### config.mk
export PLATFORM = sky130hd
export DESIGN_NAME = drtr_isqrt
export DESIGN_NICKNAME = d
export VERILOG_FILES = /design/src/sv/drtr_pkg.sv /design/src/sv/drtr_isqrt.sv
export SDC_FILE = /design/constraint.sdc
export NUM_CORES = 1
export LEC_CHECK = 0
export BUFFER_PORTS_ARGS = -buffer_cell sky130_fd_sc_hd__buf_2
export CAP_MARGIN = 5
export CORE_MARGIN = 4
export CORE_UTILIZATION = 45
export CTS_CLUSTER_DIAMETER = 200
export DETAILED_ROUTE_END_ITERATION = 16
export HOLD_SLACK_MARGIN = 0.05
export PLACE_DENSITY = 0.68
export SYNTH_ARGS = -nofsm -noshare
export SYNTH_HDL_FRONTEND = slang
export SYNTH_SLANG_ARGS = --single-unit
### constraint.sdc
create_clock -name clk_i -period 3.8 [get_ports clk_i]
set_clock_uncertainty 0.2 [all_clocks]
set_input_delay 1.14 -clock clk_i [delete_from_list [all_inputs] [get_ports clk_i]]
set_output_delay 1.14 -clock clk_i [all_outputs]
set_load 0.1 [all_outputs]
### src/sv/drtr_pkg.sv
// Shared types, constants and the CORDIC arctangent table for the tracking-error block.
package drtr_pkg;

  // Event kinds carried in the mode field
  localparam logic [1:0] ModeVel   = 2'd0;
  localparam logic [1:0] ModeOdom  = 2'd1;
  localparam logic [1:0] ModeTruth = 2'd2;
  localparam logic [1:0] ModeTick  = 2'd3;

  // Error source codes
  localparam logic [1:0] SrcHold = 2'd0;
  localparam logic [1:0] SrcEst  = 2'd1;
  localparam logic [1:0] SrcOdom = 2'd2;

  // Register indexes, taken from paddr bit 2
  localparam logic RegTimeStep     = 1'b0;
  localparam logic RegSourceSelect = 1'b1;

  localparam logic [23:0] TimeStepReset = 24'd559241;
  localparam logic [1:0]  SourceReset   = SrcEst;

  // Angles in Q3.29, CORDIC vectors in Q1.30
  localparam logic signed [32:0] PiQ     = 33'sd1686629713;
  localparam logic signed [32:0] HalfPiQ = 33'sd843314857;
  localparam logic signed [32:0] CordicK = 33'sd652032874;
  localparam logic [31:0]        TwoPiQ  = 32'd3373259426;
  localparam logic [4:0]         CordicLast = 5'd23;
  localparam logic [47:0]        AccumMax = 48'hFFFF_FFFF_FFFF;

  typedef struct packed {
    logic [1:0]         mode;
    logic signed [23:0] lin_speed;
    logic signed [23:0] ang_speed;
    logic signed [31:0] pos_x;
    logic signed [31:0] pos_y;
  } in_word_t;

  typedef struct packed {
    logic [31:0] track_error;
    logic [47:0] error_total;
  } out_word_t;

  typedef struct packed {
    logic        start;
    logic [63:0] radicand;
  } sqrt_req_t;

  typedef struct packed {
    logic        busy;
    logic        done;
    logic [31:0] root;
  } sqrt_rsp_t;

  // Arctangent of 2^-i in Q3.29
  function automatic logic signed [32:0] atan_entry(logic [4:0] idx);
    logic signed [32:0] a;
    unique case (idx)
      5'd0:  a = 33'sd421657428;
      5'd1:  a = 33'sd248918915;
      5'd2:  a = 33'sd131521918;
      5'd3:  a = 33'sd66762579;
      5'd4:  a = 33'sd33510843;
      5'd5:  a = 33'sd16771758;
      5'd6:  a = 33'sd8387925;
      5'd7:  a = 33'sd4194219;
      5'd8:  a = 33'sd2097141;
      5'd9:  a = 33'sd1048575;
      5'd10: a = 33'sd524288;
      5'd11: a = 33'sd262144;
      5'd12: a = 33'sd131072;
      5'd13: a = 33'sd65536;
      5'd14: a = 33'sd32768;
      5'd15: a = 33'sd16384;
      5'd16: a = 33'sd8192;
      5'd17: a = 33'sd4096;
      5'd18: a = 33'sd2048;
      5'd19: a = 33'sd1024;
      5'd20: a = 33'sd512;
      5'd21: a = 33'sd256;
      5'd22: a = 33'sd128;
      5'd23: a = 33'sd64;
      default: a = 33'sd0;
    endcase
    return a;
  endfunction

endpackage

### src/sv/drtr_isqrt.sv
// Bit-serial integer square root, two radicand bits per cycle.
module drtr_isqrt (
  input  logic                clk_i,
  input  logic                rst_ni,
  input  drtr_pkg::sqrt_req_t req_i,
  output drtr_pkg::sqrt_rsp_t rsp_o
);

  logic [63:0] rad_q, rad_d;
  logic [33:0] rem_q, rem_d;
  logic [31:0] root_q, root_d;
  logic [5:0]  cnt_q, cnt_d;
  logic        busy_q, busy_d, done_q, done_d;
  logic [35:0] rem_shift;
  logic [35:0] trial;

  // Bring in the next digit pair and try the next root bit
  always_comb begin
    rem_shift = {rem_q, rad_q[63:62]};
    trial     = {2'b00, root_q, 2'b01};
    rad_d  = rad_q;
    rem_d  = rem_q;
    root_d = root_q;
    cnt_d  = cnt_q;
    busy_d = busy_q;
    done_d = 1'b0;
    if (req_i.start) begin
      rad_d  = req_i.radicand;
      rem_d  = '0;
      root_d = '0;
      cnt_d  = 6'd32;
      busy_d = 1'b1;
    end else if (busy_q) begin
      rad_d = {rad_q[61:0], 2'b00};
      if (rem_shift >= trial) begin
        rem_d  = 34'(rem_shift - trial);
        root_d = {root_q[30:0], 1'b1};
      end else begin
        rem_d  = rem_shift[33:0];
        root_d = {root_q[30:0], 1'b0};
      end
      cnt_d = cnt_q - 6'd1;
      if (cnt_q == 6'd1) begin
        busy_d = 1'b0;
        done_d = 1'b1;
      end
    end
  end

  always_ff @(posedge clk_i or negedge rst_ni) begin
    if (!rst_ni) begin
      cnt_q  <= '0;
      busy_q <= 1'b0;
      done_q <= 1'b0;
    end else begin
      cnt_q  <= cnt_d;
      busy_q <= busy_d;
      done_q <= done_d;
    end
  end

  always_ff @(posedge clk_i) begin
    rad_q  <= rad_d;
    rem_q  <= rem_d;
    root_q <= root_d;
  end

  assign rsp_o.busy = busy_q;
  assign rsp_o.done = done_q;
  assign rsp_o.root = root_q;

endmodule

Word-level counts from Yosys, hierarchy flattened
Index checks and enable logic that the tools add are counted.

word-level totals
  register bits = 138
  input bits = 67
  output and inout bits = 34
  logic and storage cells = 23

cells by class
  add/subtract/negate cells = 2
  order comparisons = 1
  equal/unequal tests = 1
  mux-type cells = 12
  reduce and logical (&&, ||, !) cells = 1

operators with widths
  operator                                          number
  two-way mux 64 bit                                2
  greater-or-equal comparator 36 x 34 -> 1 bit      1
  two-way mux 34 bit                                1
  subtractor 34 bit                                 1
  two-way mux 6 bit                                 2
  two-way mux 1 bit                                 7
  == test 6 x 1 -> 1 bit, second input constant     1
  subtractor 6 x 1 -> 6 bit, second input constant  1
  nonzero test 2 bit                                1

Logic depth before layout (Yosys ltp)
Gate-level depths: netlist (run 1).

  word-level depth = 4
  gate-level depth with buffers = 13
  depth with buffers taken out = 10

Worst setup path after synthesis (run 1)
Ideal clock, no wire load.

  path kind = input -> register
  start point = input req_i[64] (netlist name)
  end point = register rad_q[0], enable pin
  setup time = 0.418 ns
  data arrival time = 3.231 ns
  required time = 3.182 ns
  slack = -0.049 ns
  cell stages on the path = 5
  buffers on the path = 3
  path through = clkbuf_1 > clkbuf_1 > clkbuf_1 > nor2_1 > inv_1

on the way
  longest elaborated chain between the ends = 1

ends and longest elaborated chain
  what                                 line              text
  from (decl)                          drtr_isqrt.sv:5   input drtr_pkg::sqrt_req_t req_i,
  nonzero test 2 bit (no source line)  --
  to (signal assigned)                 drtr_isqrt.sv:63  rad_q <= rad_d;
  to (decl)                            drtr_isqrt.sv:9   logic [63:0] rad_q, rad_d;

No other way between the ends.
A chain may end at the register's enable or synchronous reset.

Worst setup path in the final report (run 1)
  start point = register root_q[0]
  end point = register rem_q[24]

on the way
  longest elaborated chain between the ends = 2
  elaborated cells between the ends (all ways) = 3
  those cells by class = 1 x add/sub; 1 x order compare; 1 x mux

ends and longest elaborated chain
  what                                                                                      line                                text
  from (decl)                                                                               drtr_isqrt.sv:11                    logic [31:0] root_q, root_d;
  from (signal assigned)                                                                    drtr_isqrt.sv:65                    root_q <= root_d;
  subtractor 34 bit / greater-or-equal comparator 36 x 34 -> 1 bit (equally long branches)  drtr_isqrt.sv:36, drtr_isqrt.sv:35
  two-way mux 34 bit *                                                                      drtr_isqrt.sv:35                    if (rem_shift >= trial) begin
  to (signal assigned)                                                                      drtr_isqrt.sv:64                    rem_q <= rem_d;
  to (decl)                                                                                 drtr_isqrt.sv:10                    logic [33:0] rem_q, rem_d;

Mark *: on every way between the ends. The rest lies on a longest branch, timed or not.

==> results of run 1 <==
-- cells by family (layout without fill, tap and decap cells) --
family / count (synthesis) / in the layout
XOR/XNOR: 31 / 31
AO/OA/AOI/OAI: 153 / 153
flip-flops: 138 / 138
adder cells (fa/ha/maj): 36 / 36
multiplexers: 118 / 118
buffers and inverters: 95 / 190
AND/OR/NAND/NOR: 186 / 186
-- cell usage after synthesis, drive strengths merged, types with 2 or more instances --
| cell type | n |
|---|---|
| mux2i | 56 |
| and2 | 3 |
| o21bai | 4 |
| or2 | 3 |
| o31ai | 3 |
| o211ai | 8 |
| and4 | 2 |
| ha | 36 |
| a21o | 12 |
| nand4 | 8 |
| a31o | 2 |
| nor3 | 5 |
| o21ai | 19 |
| nor2 | 94 |
| edfxtp | 64 |
| nor2b | 5 |
| o311ai | 3 |
| mux2 | 62 |
| clkbuf | 33 |
| a31oi | 4 |
| nand2b | 6 |
| nand2 | 31 |
| dfxtp | 66 |
| xnor2 | 22 |
| nand4b | 4 |
| o21a | 8 |
| inv | 48 |
| or3 | 5 |
| o221ai | 3 |
| dfrtp | 8 |
| buf | 14 |
| nand3 | 7 |
| and3 | 5 |
| xor2 | 9 |
| nor4 | 2 |
| a21oi | 38 |
| a311oi | 7 |
| o22ai | 5 |
| a211oi | 29 |
-- stage by stage --
stage / util / hold slack, ps
final: 0.538 / 292
after detailed placement: 0.503 / 283
after CTS: 0.538 / 292
after global placement: 0.503 / 287
after global routing: 0.538 / 325
after floorplan: - / 262
-- metal layers --
metal  up-vias  part of all wire  global-route usage
li1       2914                 -                   -
met1      2701              0.50               0.241
met2        84              0.45               0.251
met3        12             0.047              0.0419
met4         0            0.0088              0.0541
met5         -                 0                   0
-- worst max path at each step --
stage / from / end / slack [ps] / cells past startpoint
floorplan: root_q[15] / rem_q[8] / 110 / 12
global placement: root_q[27] / rem_q[24] / 500 / 11
detailed placement: root_q[0] / rem_q[24] / 470 / 11
CTS: root_q[0] / rem_q[24] / 420 / 11
global route: root_q[15] / rem_q[5] / 230 / 11
finish: root_q[0] / rem_q[24] / 430 / 11
-- tightest hold or removal path, cell delays in order, from the launching register on --
cell and delay (ps):
dfxtp_1 310, nor2_1 90, a311oi_1 50
-- layout make-up --
cell class,instances,area (um2),share of cell area
flip-flops and latches,138,3450,0.382
multi-input cells,524,3930,0.436
well taps,220,275,0.0305
inverters,48,184,0.0204
repair buffers,110,603,0.0669
clock buffers,17,425,0.0472
clock inverters,15,153,0.0169
-- power groups by stage --
stage               combinational (mW)  sequential [mW]  clock, mW
finish                            3.51             2.03       1.62
global route                      3.93             2.07       1.73
CTS                               3.53             2.03       1.66
detailed placement                3.50             2.06          0
global placement                  3.48             2.06          0
floorplan                         2.83             2.09          0
-- registers in the layout (all words and copies together) (netlist names) --
signal / flops
cnt_q: 6
busy_q: 1
root_q: 32
done_q: 1
rem_q: 34
rad_q: 64
==> impl_metrics.yaml, run 1 <==
yosys:
  synth_mux_area_frac: 0.162
  yosys.area_share.simple: 0.112
  syn_avg_cell_area_um2: 10.3
  synthXorXnorAreaFrac: 0.0350
  synth.cell_area_um2: 7760
  yosys_warnings: 0
  synth.top_cell.area_share: 0.248
  synth_top_family_by_area: "multiplexers"
  synth_edf_count: 64
  ys_ff_latch: 138
  yosys.area_share.adder: 0.0580
  synth_nets: 860
  synthesis.instances: 757
  synth_ff_type: "dfxtp_1"
  synth-compound-area-share: 0.138
  synth.largest_area_cell: "edfxtp_1"
  seq_area_frac_synth: 0.444
  async_flop_share: 0.0580
  synthTopCellsByArea: "edfxtp_1 25%, dfxtp_1 17%, mux2_2 9.0%, mux2i_1 7.2%, ha_1 5.8%"
  yosysUniqueCellTypes: 61
place:
  port_buffers: 100
  dpl.hpwl_mm: 11.2
  placed_area_um2: 8440
  pre_cts_ws_ps: 474
  dp_cells: 1040
  gp_congestion: 0.850
setup_path:
  critPathArrivalTime_ps: 3500
  critPathMaxFanout: 28
  critical_path_required_ps: 3930
  r2r-start: "root_q[0]"
  crit_path_cell_trace: "inv_1, ha_1, nor2b_1, o21bai_1, a211oi_2, a2111oi_4, nor2_2, a41oi_4, buf_4, or3b_1, a311oi_1"
  r2r_cells: 11
  critPathKind: "reg -> reg"
  cp_slowest_stage_delay_ps: 410
  slowest_stage: "a211oi_2"
  r2r_setup_slack_ps: 430
  startpoint_type: "register"
  r2r-end: "rem_q[24]"
  end_kind: "register"
  cp_num_buf_inv: 2
  cpLargestDelayFamily: "compound AO/OA/AOI/OAI gates"
timing:
  period_share: 0.887
  rsz0062_at_grt: "false"
  hold_violations: 0
  maxSlewViolCount: 0
  relSlewSlack: 0.569
  worstMarginPinSlew_ps: 646
  setup_ws_ps: 430
  fin_crit_ps: 3370
  fmax_mhz: 297
  setup_viol: 0
  finalSetupTns_ps: 0
global_route:
  track_usage: 0.168
  grt_max_degree: 65
  antenna_found_initial: 0
  grt_overflow: 0
  grt_pass1_vias: 5506
  grt_pass1_wl_mm: 27.4
floorplanning:
  io_pins: 101
  core_area_um2: 16800
  chipHeight_um: 139
  start_util: 0.463
  fp-row-count: 47
  die_area_um2: 19400
  die_w_um: 139
clock_network:
  numCtsBuffers: 17
  cts_tree: "done"
  cts-hold-fix-buffers: 0
  cts_max_level: 4
  clock-sinks: 138
  path_clk_slew_ps: 60
  cts_resized: 0
  cts_root_buf: "clkbuf_16"
  clk_latency_ps: 420
  cts_max_path_buffers: 2
  post_cts_buffers: 0
pwr:
  p_sw_frac: 0.390
  ir_worst_vdd_mv: 0.442
  internal_power_mw: 4.38
  pwr-share-comb: 0.490
  power_switching_mw: 2.80
  total_power_mw: 7.17
  power_frac_seq: 0.283
  power_density_nw_per_um2: 796
  p_leak_nw: 3.94
  clkPwrFrac: 0.226
layout:
  antennaDiodeCount: 0
  nNetsFinal: 942
  syn2layout_area_growth_pct: 16.1
  n_fill_cell: 1545
  final_common_cell: "buf_2"
  instances_no_fill: 1072
  drive_above_1_share: 0.250
  layout_common_cells: "99 x buf_2, 93 x nor2_1, 66 x dfxtp_1"
  fin_area_um2: 9010
drt:
  drtIter0Drc: 423
  firstDrtPassIters: 5
  drc: 0
  antenna_left: 0
  wirelength_mm: 16.0
  wl_per_cell_um: 14.9
  vias_per_cell: 5.33
  via_count: 5711
min_path:
  hold_path_startpoint: "rem_q[33]"
  worstHoldPathCells: 2
  hp-class: "reg -> reg"
  min_to: "rem_q[33]"
flow_run:
  maxCapViolCount: 0
outcome:
  status: "completed"
Power figures use the tool's default switching activity.
==> run 2, diff against run 1 <==
--- a/config.mk
+++ b/config.mk
@@ -7,6 +7,7 @@
 export LEC_CHECK = 0
 export BUFFER_PORTS_ARGS = -buffer_cell sky130_fd_sc_hd__buf_2
 export CAP_MARGIN = 5
+export CORE_ASPECT_RATIO = 0.6
 export CORE_MARGIN = 4
 export CORE_UTILIZATION = 45
 export CTS_CLUSTER_DIAMETER = 200
==> run 2 against run 1 <==
Net effect: sequential share of layout area decreased by 0.18 points; register-to-register slack got worse by 90 ps; cell count up 1.3%; flip-flop and latch count unchanged; cell area increased by 0.47%; die area grew 0.35%.
==> impl_metrics.yaml, run 2 (synthesized netlist as in run 1, its figures left out) <==
setup_path:
  cp_slowest_stage_delay_ps: 430
  critPathKind: "reg -> reg"
  crit_top_cell: "buf_4"
  r2r-start: "root_q[3]"
  end_kind: "register"
  cpLargestDelayFamily: "compound AO/OA/AOI/OAI gates"
  r2r-end: "rem_q[3]"
  cp_num_buf_inv: 3
  r2r_cells: 12
  startpoint_type: "register"
  critPathMaxFanout: 9
  r2r_setup_slack_ps: 340
  crit_path_cell_trace: "inv_1, ha_1, or3_1, o22ai_1, a211oi_2, a2111oi_4, nor2_2, a41oi_4, buf_4, buf_4, mux2i_1, a211oi_1"
  critical_path_required_ps: 3860
  slowest_stage: "a2111oi_4"
  critPathArrivalTime_ps: 3510
timing:
  relSlewSlack: 0.441
  worstMarginPinSlew_ps: 839
  fin_crit_ps: 3460
  period_share: 0.910
  finalSetupTns_ps: 0
  hold_violations: 0
  rsz0062_at_grt: "false"
  maxSlewViolCount: 0
  setup_ws_ps: 343
  setup_viol: 0
  fmax_mhz: 289
clock_network:
  clk_latency_ps: 420
  post_cts_buffers: 0
  cts_tree: "done"
  clock-sinks: 138
  path_clk_slew_ps: 60
  cts_max_path_buffers: 2
  cts_root_buf: "clkbuf_16"
  numCtsBuffers: 17
  cts_resized: 0
  cts_max_level: 4
  cts-hold-fix-buffers: 0
floorplanning:
  io_pins: 101
  start_util: 0.468
  core_area_um2: 16600
  die_w_um: 178
  fp-row-count: 36
  chipHeight_um: 110
  die_area_um2: 19500
drt:
  wirelength_mm: 16.9
  drc: 0
  antenna_left: 0
  wl_per_cell_um: 15.5
  via_count: 5859
  drtIter0Drc: 465
  vias_per_cell: 5.40
  firstDrtPassIters: 5
layout:
  layout_common_cells: "99 x buf_2, 93 x nor2_1, 66 x dfxtp_1"
  n_fill_cell: 1525
  largest_reg_flops: 64
  antennaDiodeCount: 0
  syn2layout_area_growth_pct: 16.7
  drive_above_1_share: 0.255
  largestRegisters: "rad_q x64, rem_q x34, root_q x32"
  nNetsFinal: 948
  final_common_cell: "buf_2"
  largest-register: "rad_q"
  post-route-util: 0.546
flow_run:
  maxCapViolCount: 0
place:
  gp_congestion: 0.963
  pre_cts_ws_ps: 352
  dpl.hpwl_mm: 12.1
  port_buffers: 100
global_route:
  grt_max_degree: 73
  antenna_found_initial: 0
  grt_pass1_vias: 5403
  track_usage: 0.176
  grt_overflow: 0
  grt_pass1_wl_mm: 27.7
pwr:
  ir_worst_vdd_mv: 0.385
  power_density_nw_per_um2: 804
  p_leak_nw: 3.96
min_path:
  hp-class: "reg -> reg"
  hold_path_startpoint: "rem_q[33]"
  worstHoldPathCells: 2
  min_to: "rem_q[33]"
outcome:
  status: "completed"
## run 2: cell count changes in the layout (fill, tap and decap cells not counted), sizes merged
| cell | change |
|---|---|
| clkinvlp | +2 |
| clkinv | -2 |
| clkbuf | +1 |
| buf | +6 |
| bufinv | -1 |
## run 2: final cells by class
| cell class | count | area (um2) | share of cell area |
|---|---|---|---|
| multi-input combinational | 524 | 3930 | 0.434 |
| sequential | 138 | 3450 | 0.381 |
| timing repair buffer | 116 | 661 | 0.0729 |
| clock buffer | 18 | 429 | 0.0474 |
| tap | 228 | 285 | 0.0315 |
| inverter | 48 | 184 | 0.0203 |
| clock inverter | 14 | 124 | 0.0137 |
## run 2: per-layer routing
layer  track usage  share of wire  up-vias
met5             0              0        -
met3        0.0467          0.068       10
li1              -              -     2918
met4        0.0386         0.0067        0
met2         0.234           0.38      160
met1         0.278           0.55     2771
## run 2: how the worst max path moves through the flow
stage,slack [ps],end,from,cells past startpoint
after floorplan,110,rem_q[8],root_q[15],12
after CTS,340,rem_q[3],root_q[3],12
after global placement,510,rem_q[4],root_q[3],12
final,340,rem_q[3],root_q[3],12
after detailed placement,350,rem_q[3],root_q[3],12
after global routing,50,rem_q[3],root_q[2],12
## run 2: where the power goes
part           switching (mW)  leakage, nW  internal [mW]
registers               0.184         1.32           1.86
logic                    2.02         2.37           1.65
clock network           0.703        0.263          0.860
total                    2.91         3.96           4.37
## run 2: through the flow
step	instances	power [mW]	cell area (um2)	hold WS (ps)
2_1_floorplan	757	4.93	7770	262
3_3_place_gp	1054	5.66	8500	277
3_5_place_dp	1054	5.67	8500	282
4_1_cts	1086	7.29	9060	291
5_1_grt	1086	7.82	9060	324
6_report	1086	7.28	9060	297
## run 2: worst min-delay path, delay by kind of cell (launching register included)
family           cells  cell delay [ps]
flip-flops           1              310
AND/OR/NAND/NOR      1               80
AO/OA/AOI/OAI        1               50
